$ cat src/hdl/pwmt_pkg.sv
// Shared types, constants and op codes for the four-channel PWM timer.
package pwmt_pkg;

    localparam int CHANNELS   = 4;
    localparam int COUNT_BITS = 16;
    localparam int CH_BITS    = 3;
    localparam int IDX_BITS   = (CHANNELS > 1) ? $clog2(CHANNELS) : 1;
    localparam int QUEUE_DEPTH = 2;

    localparam logic [6:0]  PCT_FULL      = 7'd100;
    localparam logic [15:0] PERIOD_RESET  = 16'd1000;

    typedef enum logic [2:0] {
        OP_TICK    = 3'd0,
        OP_SET     = 3'd1,
        OP_GET     = 3'd2,
        OP_ENABLE  = 3'd3,
        OP_DISABLE = 3'd4,
        OP_FORCE   = 3'd5,
        OP_NONE6   = 3'd6,
        OP_NONE7   = 3'd7
    } t_op;

    typedef enum logic {
        CFG_PRESCALE = 1'b0,
        CFG_PERIOD   = 1'b1
    } t_cfg_idx;

    // Classified item handed from front to back.
    typedef struct packed {
        t_op                 op;
        logic                bad;
        logic [IDX_BITS-1:0] idx;
        logic [6:0]          duty;
    } t_cmd;

    typedef enum logic [1:0] {
        ST_IDLE,
        ST_MUL,
        ST_DIV,
        ST_DONE
    } t_back_state;

endpackage

$ cat src/hdl/pwmt_front.sv
// Front end: accept items, clamp duty, check channel, and queue them.
module pwmt_front
    import pwmt_pkg::*;
(
    input  logic         i_clk,
    input  logic         i_rst_n,
    input  logic         i_valid,
    output logic         o_ready,
    input  logic [2:0]   i_op,
    input  logic [2:0]   i_channel,
    input  logic [7:0]   i_duty,
    output logic         o_cmd_valid,
    input  logic         i_cmd_ready,
    output t_cmd         o_cmd
);

    localparam int PTR_BITS = $clog2(QUEUE_DEPTH);

    t_cmd                r_q [QUEUE_DEPTH];
    logic [PTR_BITS-1:0] r_wr, r_rd;
    logic [PTR_BITS:0]   r_cnt;
    logic                push, pop;
    logic                ch_ok;
    t_cmd                cls;

    always_comb begin
        ch_ok    = (i_channel >= 3'd1) && ({29'd0, i_channel} <= CHANNELS);
        cls.op   = t_op'(i_op);
        cls.bad  = ((i_op >= OP_SET) && (i_op <= OP_DISABLE)) && !ch_ok;
        cls.idx  = ch_ok ? IDX_BITS'(i_channel - 3'd1) : '0;
        cls.duty = (i_duty > 8'(PCT_FULL)) ? PCT_FULL : i_duty[6:0];
    end

    assign o_ready     = (r_cnt != (PTR_BITS+1)'(QUEUE_DEPTH));
    assign push        = i_valid && o_ready;
    assign o_cmd_valid = (r_cnt != '0);
    assign pop         = o_cmd_valid && i_cmd_ready;
    assign o_cmd       = r_q[r_rd];

    always_ff @(posedge i_clk) begin
        if (push) begin
            r_q[r_wr] <= cls;
        end
    end

    always_ff @(posedge i_clk) begin
        if (!i_rst_n) begin
            r_wr  <= '0;
            r_rd  <= '0;
            r_cnt <= '0;
        end else begin
            if (push) r_wr <= r_wr + 1'b1;
            if (pop)  r_rd <= r_rd + 1'b1;
            r_cnt <= r_cnt + (PTR_BITS+1)'(push) - (PTR_BITS+1)'(pop);
        end
    end

endmodule

$ cat src/hdl/pwmt_back.sv
// Back end: timer state, multiply-divide sequencer and result register.
module pwmt_back
    import pwmt_pkg::*;
(
    input  logic                  i_clk,
    input  logic                  i_rst_n,
    input  logic [15:0]           i_prescale,
    input  logic [15:0]           i_period,
    input  logic                  i_cmd_valid,
    output logic                  o_cmd_ready,
    input  t_cmd                  i_cmd,
    output logic                  o_valid,
    input  logic                  i_ready,
    output logic [3:0]            o_pwm_out,
    output logic [6:0]            o_read_duty,
    output logic                  o_bad_request
);

    localparam int PROD_BITS = COUNT_BITS + 7;
    localparam int QBITS     = COUNT_BITS + 7;
    localparam int DIV_BITS  = $clog2(QBITS + 1);
    // Divide by 100 as multiply by ceil(2^30/100), exact for numerators below 2^23.
    localparam int          RECIP_SHIFT   = 30;
    localparam int          RECIP_BITS    = 24;
    localparam logic [23:0] PCT_RECIP     = 24'd10737419;
    localparam int          SET_PROD_BITS = PROD_BITS + RECIP_BITS;

    logic [15:0]           r_pcount;
    logic [COUNT_BITS-1:0] r_mcount;
    logic [COUNT_BITS-1:0] r_pre [CHANNELS];
    logic [COUNT_BITS-1:0] r_act [CHANNELS];
    logic [CHANNELS-1:0]   r_en;

    t_back_state           r_state, n_state;
    t_cmd                  r_cmd;
    logic [PROD_BITS-1:0]  r_prod;
    logic [PROD_BITS-1:0]  r_rem;
    logic [QBITS-1:0]      r_quo;
    logic [DIV_BITS-1:0]   r_step;

    logic                  r_out_v;
    logic [3:0]            r_pwm;
    logic [6:0]            r_rd;
    logic                  r_bad;

    logic [COUNT_BITS-1:0] top;
    logic                  take, out_free, finish;
    logic [PROD_BITS-1:0]  rem_sh, divisor;
    logic [SET_PROD_BITS-1:0] set_prod;
    logic [6:0]            rd_val;
    logic [CHANNELS-1:0]   lv;
    logic                  do_tick, do_load, do_zero;

    assign top      = COUNT_BITS'(i_period);
    assign out_free = !r_out_v || i_ready;
    assign divisor  = PROD_BITS'(top);
    assign set_prod = SET_PROD_BITS'(r_prod) * SET_PROD_BITS'(PCT_RECIP);

    // Sequencer: simple ops go straight from ST_IDLE to ST_DONE; set/get go through mul, div.
    always_comb begin
        n_state     = r_state;
        o_cmd_ready = 1'b0;
        take        = 1'b0;
        finish      = 1'b0;
        unique case (r_state)
            ST_IDLE: begin
                o_cmd_ready = 1'b1;
                take = i_cmd_valid;
                if (take && !i_cmd.bad &&
                    (i_cmd.op == OP_SET || i_cmd.op == OP_GET)) begin
                    n_state = ST_MUL;
                end else if (take) begin
                    n_state = ST_DONE;
                end
            end
            ST_MUL:  n_state = ST_DIV;
            ST_DIV: begin
                if (r_cmd.op == OP_SET || r_step == DIV_BITS'(QBITS - 1)) n_state = ST_DONE;
            end
            ST_DONE: begin
                if (out_free) begin
                    finish  = 1'b1;
                    n_state = ST_IDLE;
                end
            end
            default: n_state = ST_IDLE;
        endcase
    end

    assign rem_sh = {r_rem[PROD_BITS-2:0], r_prod[PROD_BITS-1]};

    always_ff @(posedge i_clk) begin
        if (take) r_cmd <= i_cmd;
        unique case (r_state)
            ST_MUL: begin
                // numerator: period*duty for set, compare*100 for get
                if (r_cmd.op == OP_SET) begin
                    r_prod <= PROD_BITS'(top) * PROD_BITS'(r_cmd.duty);
                end else begin
                    r_prod <= PROD_BITS'(r_pre[r_cmd.idx]) * PROD_BITS'(PCT_FULL);
                end
                r_rem  <= '0;
                r_quo  <= '0;
                r_step <= '0;
            end
            ST_DIV: begin
                if (r_cmd.op == OP_SET) begin
                    r_quo <= QBITS'(set_prod[SET_PROD_BITS-1:RECIP_SHIFT]);
                end else begin
                    // one restoring step per cycle
                    if (divisor != '0 && rem_sh >= divisor) begin
                        r_rem <= rem_sh - divisor;
                        r_quo <= {r_quo[QBITS-2:0], 1'b1};
                    end else begin
                        r_rem <= rem_sh;
                        r_quo <= {r_quo[QBITS-2:0], 1'b0};
                    end
                    r_prod <= {r_prod[PROD_BITS-2:0], 1'b0};
                    r_step <= r_step + 1'b1;
                end
            end
            default: ;
        endcase
    end

    always_comb begin
        do_tick = finish && !r_cmd.bad && r_cmd.op == OP_TICK;
        do_zero = finish && !r_cmd.bad && r_cmd.op == OP_FORCE;
        do_load = do_zero ||
                  (do_tick && r_pcount >= i_prescale && r_mcount >= top);
        if (top == '0) begin
            rd_val = '0;
        end else if (r_quo > QBITS'(PCT_FULL)) begin
            rd_val = PCT_FULL;
        end else begin
            rd_val = r_quo[6:0];
        end
    end

    always_ff @(posedge i_clk) begin
        if (!i_rst_n) begin
            r_state  <= ST_IDLE;
            r_pcount <= '0;
            r_mcount <= '0;
            r_en     <= '0;
            r_out_v  <= 1'b0;
            for (int i = 0; i < CHANNELS; i++) begin
                r_pre[i] <= '0;
                r_act[i] <= '0;
            end
        end else begin
            r_state <= n_state;
            if (r_out_v && i_ready) r_out_v <= 1'b0;
            if (finish) r_out_v <= 1'b1;
            if (do_zero) begin
                r_pcount <= '0;
                r_mcount <= '0;
            end else if (do_tick) begin
                if (r_pcount >= i_prescale) begin
                    r_pcount <= '0;
                    r_mcount <= (r_mcount >= top) ? '0 : r_mcount + 1'b1;
                end else begin
                    r_pcount <= r_pcount + 1'b1;
                end
            end
            if (do_load) begin
                for (int i = 0; i < CHANNELS; i++) r_act[i] <= r_pre[i];
            end
            if (finish && !r_cmd.bad) begin
                if (r_cmd.op == OP_SET) r_pre[r_cmd.idx] <= r_quo[COUNT_BITS-1:0];
                if (r_cmd.op == OP_ENABLE)  r_en[r_cmd.idx] <= 1'b1;
                if (r_cmd.op == OP_DISABLE) r_en[r_cmd.idx] <= 1'b0;
            end
        end
    end

    // Output levels follow the state after the item; compute from next values.
    logic [COUNT_BITS-1:0] nx_mcount;
    logic [COUNT_BITS-1:0] nx_act [CHANNELS];
    logic [CHANNELS-1:0]   nx_en;

    always_comb begin
        nx_mcount = r_mcount;
        if (do_zero) begin
            nx_mcount = '0;
        end else if (do_tick && r_pcount >= i_prescale) begin
            nx_mcount = (r_mcount >= top) ? '0 : r_mcount + 1'b1;
        end
        nx_en = r_en;
        if (finish && !r_cmd.bad && r_cmd.op == OP_ENABLE)  nx_en[r_cmd.idx] = 1'b1;
        if (finish && !r_cmd.bad && r_cmd.op == OP_DISABLE) nx_en[r_cmd.idx] = 1'b0;
        for (int i = 0; i < CHANNELS; i++) begin
            nx_act[i] = do_load ? r_pre[i] : r_act[i];
            lv[i] = nx_en[i] && (nx_mcount < nx_act[i]);
        end
    end

    always_ff @(posedge i_clk) begin
        if (finish) begin
            r_pwm <= 4'(lv);
            r_rd  <= (!r_cmd.bad && r_cmd.op == OP_GET) ? rd_val : 7'd0;
            r_bad <= r_cmd.bad;
        end
    end

    assign o_valid       = r_out_v;
    assign o_pwm_out     = r_pwm;
    assign o_read_duty   = r_rd;
    assign o_bad_request = r_bad;

endmodule

$ cat src/hdl/four_channel_pwm_timer.sv
// Top level of the four-channel PWM timer: config registers, front and back.
//
// Items enter a two-entry queue and are carried out one at a time. Tick, enable,
// disable, force update and rejected items go through the back end as take, then
// result. Set duty goes through take, multiply, a reciprocal multiply for the
// divide by 100, then result. Get duty goes through take, multiply, a restoring
// divide that retires one quotient bit per cycle over 23 bits, then result.
// Results sit in an output register, so the queue keeps filling while a result
// waits to be taken.
module four_channel_pwm_timer
    import pwmt_pkg::*;
(
    input  logic        i_clk,
    input  logic        i_rst_n,
    input  logic        i_cfg_we,
    input  logic        i_cfg_idx,
    input  logic [15:0] i_cfg_data,
    input  logic        i_valid,
    output logic        o_ready,
    input  logic [2:0]  i_op,
    input  logic [2:0]  i_channel,
    input  logic [7:0]  i_duty,
    output logic        o_valid,
    input  logic        i_ready,
    output logic [3:0]  o_pwm_out,
    output logic [6:0]  o_read_duty,
    output logic        o_bad_request
);

    logic [15:0] r_prescale;
    logic [15:0] r_period;
    logic        cmd_valid, cmd_ready;
    t_cmd        cmd;

    always_ff @(posedge i_clk) begin
        if (!i_rst_n) begin
            r_prescale <= '0;
            r_period   <= PERIOD_RESET;
        end else if (i_cfg_we) begin
            unique case (i_cfg_idx)
                CFG_PRESCALE: r_prescale <= i_cfg_data;
                CFG_PERIOD:   r_period   <= i_cfg_data;
            endcase
        end
    end

    pwmt_front u_front (
        .i_clk       (i_clk),
        .i_rst_n     (i_rst_n),
        .i_valid     (i_valid),
        .o_ready     (o_ready),
        .i_op        (i_op),
        .i_channel   (i_channel),
        .i_duty      (i_duty),
        .o_cmd_valid (cmd_valid),
        .i_cmd_ready (cmd_ready),
        .o_cmd       (cmd)
    );

    pwmt_back u_back (
        .i_clk         (i_clk),
        .i_rst_n       (i_rst_n),
        .i_prescale    (r_prescale),
        .i_period      (r_period),
        .i_cmd_valid   (cmd_valid),
        .o_cmd_ready   (cmd_ready),
        .i_cmd         (cmd),
        .o_valid       (o_valid),
        .i_ready       (i_ready),
        .o_pwm_out     (o_pwm_out),
        .o_read_duty   (o_read_duty),
        .o_bad_request (o_bad_request)
    );

    a_bad_no_read: assert property (@(posedge i_clk) disable iff (!i_rst_n)
        o_valid && o_bad_request |-> o_read_duty == 7'd0)
        else $error("rejected item carries a duty reading");

    a_duty_range: assert property (@(posedge i_clk) disable iff (!i_rst_n)
        o_valid |-> o_read_duty <= PCT_FULL)
        else $error("duty reading above full scale");

    a_reset_empty: assert property (@(posedge i_clk)
        !i_rst_n |=> !o_valid)
        else $error("result valid after reset");

endmodule
$ cat config.mk
export PLATFORM = sky130hd
export DESIGN_NAME = four_channel_pwm_timer
export DESIGN_NICKNAME = d
export VERILOG_FILES = /design/src/hdl/pwmt_pkg.sv /design/src/hdl/pwmt_front.sv /design/src/hdl/pwmt_back.sv /design/src/hdl/four_channel_pwm_timer.sv
export SDC_FILE = /design/constraint.sdc
export NUM_CORES = 2
export LEC_CHECK = 0
export BUFFER_PORTS_ARGS = -buffer_cell sky130_fd_sc_hd__buf_2
export CAP_MARGIN = 10
export CORE_UTILIZATION = 59
export CTS_BUF_LIST = sky130_fd_sc_hd__clkbuf_8 sky130_fd_sc_hd__clkbuf_16
export DETAILED_ROUTE_END_ITERATION = 12
export PLACE_DENSITY = 0.78
export SLEW_MARGIN = 5
export SYNTH_ARGS = -nofsm -noshare
export SYNTH_HDL_FRONTEND = slang
export SYNTH_SLANG_ARGS = --single-unit
$ cat constraint.sdc
create_clock -name i_clk -period 6.9 [get_ports i_clk]
set_input_delay 1.035 -clock i_clk [delete_from_list [all_inputs] [get_ports i_clk]]
set_output_delay 1.035 -clock i_clk [all_outputs]
set_load 0.05 [all_outputs]
### Word level (Yosys, flattened, before mapping)

Memory sizes are Yosys's and may differ from the RTL's. A register that Yosys moved wholly into a read port is not among the register bits.
Index checks and enable logic that the tools add are counted.

* memories kept: 3
* memory bits (writable): 154
* flip-flop bits (word level): 173
* input bits: 36

* multiply operators: 3
* $lt $le $gt $ge: 15
* reduce and logical (&&, ||, !) cells: 46
* equality and inequality tests: 16
* add/sub/neg operators: 9
* bitwise logic cells: 11
* mux-type cells: 61

Memory list
* u_back.r_act: words 4, bits a word 16, rd ports 4, clocked after Yosys merged registers in 0, write ports 4, line pwmt_back.sv:31 `logic [COUNT_BITS-1:0] r_act [CHANNELS];`
* u_back.r_pre: words 4, bits a word 16, rd ports 5, clocked after Yosys merged registers in 1, write ports 4, line pwmt_back.sv:30 `logic [COUNT_BITS-1:0] r_pre [CHANNELS];`
* u_front.r_q: words 2, bits a word 13, rd ports 1, clocked after Yosys merged registers in 1, write ports 1, line pwmt_front.sv:19 `t_cmd r_q [QUEUE_DEPTH];`

Operators by type and width (number)
* $mux W16: 13
* $pmux W23 S2: 2
* $mux W23: 3
* $lt A16 B16 Y1: 4
* $mul A23 B24 Y47 const B: 1
* $mux W22: 2
* $pmux W22 S2: 1
* $add A16 B1 Y16 const B: 2
* $ge A16 B16 Y1: 2
* $mux W4: 6
* $ge A23 B16 Y1: 1
* $gt A23 B7 Y1 const B: 1
* $mul A16 B7 Y23: 1
* $reduce_bool A23 Y1: 1
* $logic_and A1 B1 Y1: 22
* $sub A22 B16 Y22: 1
* $mul A16 B5 Y21 const B: 1
* $mux W1: 21
* $logic_not A16 Y1: 1
* $reduce_or A16 Y1: 1
* $mux W2: 7
* $mux W7: 2
* $pmux W5 S2: 1
* $eq A3 B2 Y1 const B: 3
* other kinds (35): 61

### Depth between registers and ports, before layout

* depth after elaboration: 13
* mapped depth: 26
* mapped depth without buffers: 26

### Modules after synthesis

From an unflattened synthesis, not the netlist that was laid out.

* cell total of the unflattened synthesis: 3094
* area, all modules: 31601.6 um^2

By module, submodules not included
* pwmt_back: seq. area each 7607.3 um^2, times used 1, area each 28999.1 um^2, cells each 2873
* pwmt_front: seq. area each 880.8 um^2, times used 1, area each 1346.3 um^2, cells each 92
* four_channel_pwm_timer: seq. area each 640.6 um^2, times used 1, area each 1256.2 um^2, cells each 129

### Worst setup path after synthesis

No wires, ideal clock.

* path kind: register to register
* start: register u_back.r_prod[14]
* end: register u_back.r_quo[16] (data pin)
* stages on the path, launching flop included: 25
* clock period less this slack: 6491 ps
* buffers on the path: 0
* arrival: 6232 ps
* setup time: 259 ps
* slack: 409 ps
* cells stage by stage: edfxtp_1 -> inv_1 -> fa_1 -> inv_1 -> ha_1 -> inv_1 -> fa_1 -> inv_1 -> fa_1 -> fa_1 -> fa_1 -> inv_1 -> fa_1 -> inv_1 -> ha_1 -> inv_1 -> or3_1 -> or3_1 -> o311ai_2 -> o21ai_1 -> a21oi_2 -> or3_1 -> a31o_1 -> xnor2_1 -> o21ai_1

* cells in the longest elaborated chain, start to end: 3

Ends and longest elaborated chain
* from (decl): line pwmt_back.sv:36 `logic [PROD_BITS-1:0] r_prod;`
* from (signal assigned): line pwmt_back.sv:98 `r_prod <= PROD_BITS'(top) * PROD_BITS'(r_cmd.duty);`
* from (signal assigned): line pwmt_back.sv:100 `r_prod <= PROD_BITS'(r_pre[r_cmd.idx]) * PROD_BITS'(PCT_FULL);`
* from (signal assigned): line pwmt_back.sv:118 `r_prod <= {r_prod[PROD_BITS-2:0], 1'b0};`
* $mul A23 B24 Y47: line pwmt_back.sv:57 `assign set_prod = SET_PROD_BITS'(r_prod) * SET_PROD_BITS'(PCT_RECIP);`
* $mux W23: line pwmt_back.sv:107 `if (r_cmd.op == OP_SET) begin`
* $pmux W23 S2: line pwmt_back.sv:94 `unique case (r_state)`
* to (signal assigned): line pwmt_back.sv:108 `r_quo <= QBITS'(set_prod[SET_PROD_BITS-1:RECIP_SHIFT]);`
* to (signal assigned): line pwmt_back.sv:113 `r_quo <= {r_quo[QBITS-2:0], 1'b1};`
* to (signal assigned): line pwmt_back.sv:116 `r_quo <= {r_quo[QBITS-2:0], 1'b0};`
* to (decl): line pwmt_back.sv:38 `logic [QBITS-1:0] r_quo;`

No other way between the ends.
A chain may end at the register's enable or synchronous reset.

### Worst setup path in the final report

* start: register u_back.r_prod[12]
* end: register u_back.r_quo[14] (data pin)

Same word-level chain as after synthesis.

==> flow_summary.json <==
{
  "avgRoutedWirePerCell_microns": 21.0,
  "synth_area_leader_cell": "edfxtp_1",
  "fin_util": 0.651,
  "core-area_sq_um": 51600,
  "io_pins": 50,
  "port_buffers": 49,
  "nets": 3852,
  "synth_top_flop_cell": "edfxtp_1",
  "register_area_sq_um": 9130,
  "drive_gt1_frac": 0.0829,
  "drt_iter0_drc": 1533,
  "final.setup_skew_ns": 0.0246,
  "fin_crit_sh": 0.965,
  "cts-root-buf": "clkbuf_16",
  "synth_edf_count": 252,
  "synth_warnings": 0,
  "antenna_found_initial": 0,
  "synth_cell_types": 80,
  "drtPass1Iterations": 6,
  "track_usage": 0.307,
  "layout_commonest_cell": "inv_1",
  "rows": 83,
  "synth-seq-cells": 330,
  "max_cap_violations": 0,
  "cts_tree": "built",
  "setup_viol": 0,
  "seq_area_frac_synth": 0.295,
  "fmax_mhz": 150,
  "die_h_microns": 231,
  "stdcell_area_sq_um": 33600,
  "tightestPinTransition_ns": 1.20,
  "holdBufCountCts": 0,
  "vias_per_cell": 5.89,
  "multi_input_area_sq_um": 19700,
  "netlist_instances": 3024,
  "netlist_area_sq_um": 31000,
  "hpwlAfterDp_microns": 63400,
  "placed_area_sq_um": 32100,
  "die_w_microns": 231,
  "drc": 0,
  "path_max_fanout": 5,
  "min_path_type": "reg2reg",
  "required_ns": 7.18,
  "grt_overflow": 0,
  "ys_async_sr_fraction": 0,
  "start_util": 0.600,
  "num_antenna_cells": 0,
  "startpoint_type": "flip-flop",
  "arrival_ns": 6.94,
  "cts_buffer_depth": 3,
  "fin_crit_ns": 6.66,
  "via_count": 22300,
  "grt_max_degree": 83,
  "maxSlewHeadroom": 0.198,
  "cts_sinks": 330,
  "postRouteAntennaNets": 0,
  "crit_path_end_kind": "flip-flop",
  "status": "finished, final reports clean",
  "path_clk_slew_ns": 0.06,
  "syn_nets": 3792,
  "fillCellCount": 3996,
  "layout_common_cells": "inv_1 (508), ha_1 (449), fa_1 (269)",
  "grt_pass1_wl_microns": 126000,
  "gp_congestion": 0.959,
  "synth_top_area_frac": 0.244,
  "grt_pass1_vias": 23500,
  "insertion_delay_ns": 0.56,
  "finalHoldViolCount": 0,
  "slew_violations": 0,
  "h-tree-depth": 2,
  "synth_area_leaders": "edfxtp_1 (24%), ha_1 (18%), fa_1 (18%)",
  "syn_area_per_cell_sq_um": 10.2,
  "cts_buffers": 37,
  "die_area_sq_um": 53400,
  "wirelength_microns": 79800,
  "crit_type": "reg2reg",
  "synthToLayoutAreaGrowth_pct": 8.35
}
area by class of cell:
cell class / count / area share
sequential: 330 / 0.272
clock inverter: 29 / 0.00797
inverter: 505 / 0.0565
tap: 680 / 0.0253
multi-input combinational: 2096 / 0.587
timing repair buffer: 114 / 0.0226
clock buffer: 38 / 0.0283
synth_stat cells (all sizes together), types with 14 or more instances:
cell type,instances
a211oi,19
a21o,58
a21oi,132
and2,44
and3,91
buf,18
clkbuf,75
dfxtp,78
edfxtp,252
fa,276
ha,456
inv,505
mux2,15
mux2i,75
mux4,16
nand2,241
nand2b,22
nand3,37
nand4,26
nor2,187
nor2b,23
nor3,35
nor4,14
o21a,15
o21ai,83
or3,21
xnor2,53
xor2,41
worst paths after layout:
| kind | end | from | slack, ns | cells past startpoint |
|---|---|---|---|---|
| setup / recovery | u_back.r_quo[14]$_SDFFCE_PN0P_ | u_back.r_prod[12]$_DFFE_PP_ | 0.24 | 22 |
| hold / removal | r_prescale[15]$_SDFFE_PN0P_ | r_prescale[15]$_SDFFE_PN0P_ | 0.47 | 2 |
| setup reg to reg | u_back.r_quo[14]$_SDFFCE_PN0P_ | u_back.r_prod[12]$_DFFE_PP_ | 0.24 | 22 |
| hold reg to reg | r_prescale[15]$_SDFFE_PN0P_ | r_prescale[15]$_SDFFE_PN0P_ | 0.47 | 2 |
registers in the layout (all words and copies together) (netlist names), 13 cells and up, named ones only:
name / cells
u_front.r_q: 26
r_prescale: 16
u_back.r_cmd: 13
u_back.r_act: 64
u_back.r_quo: 23
u_back.r_pre: 64
u_back.r_prod: 23
r_period: 16
u_back.r_mcount: 16
u_back.r_pcount: 16
u_back.r_rem: 22
per-stage QoR:
stage          TNS [ns]  instances  hold slack, ns  setup WS (ns)
6_report              0       3792           0.468          0.239
2_1_floorplan         0       3024           0.436          0.409
3_5_place_dp          0       3712           0.455          0.128
5_1_grt          -0.170       3792           0.480        -0.0510
4_1_cts               0       3779           0.467          0.124
3_3_place_gp          0       3712           0.444          0.236
logic make-up (layout without fill, tap and decap cells):
group	count (synthesis)	after routing	share of synthesized area
fa+ha+maj	732	732	0.362
flops	330	330	0.295
simple gates	765	765	0.119
xor+xnor	94	94	0.0266
mux	106	106	0.0413
compound gates	399	399	0.0823
buf+inv	598	686	0.0736
timing repair:
action / 4_1_cts / 5_1_grt
endpoints found under the setup margin: 0 / 9
setup buffers: 0 / 13
resized for setup: 0 / 29
worst max-delay path, stage by stage (launching register included):
cell      delay (ns)
edfxtp_1        0.44
buf_4           0.19
ha_1            0.34
inv_1           0.08
fa_1            0.50
inv_1           0.05
fa_1            0.52
fa_1            0.45
fa_1            0.52
fa_1            0.51
fa_1            0.50
ha_1            0.35
a21oi_1         0.08
o21a_1          0.22
a2111o_1        0.44
o311ai_4        0.32
o21ai_1         0.11
buf_4           0.17
a21oi_4         0.14
or3_1           0.19
a21oi_2         0.07
xor2_1          0.13
o21ai_0         0.09
routing by layer:
metal	track usage	up-vias	wire length (microns)
li1	-	10300	-
met1	0.378	11100	31600
met2	0.533	719	39200
met3	0.0487	191	5060
met4	0.132	0	3840
met5	0	-	0
Power is left out: the tool's default activity adds up to more than one toggle a clock period on the data nets, which glitch-free logic cannot reach.
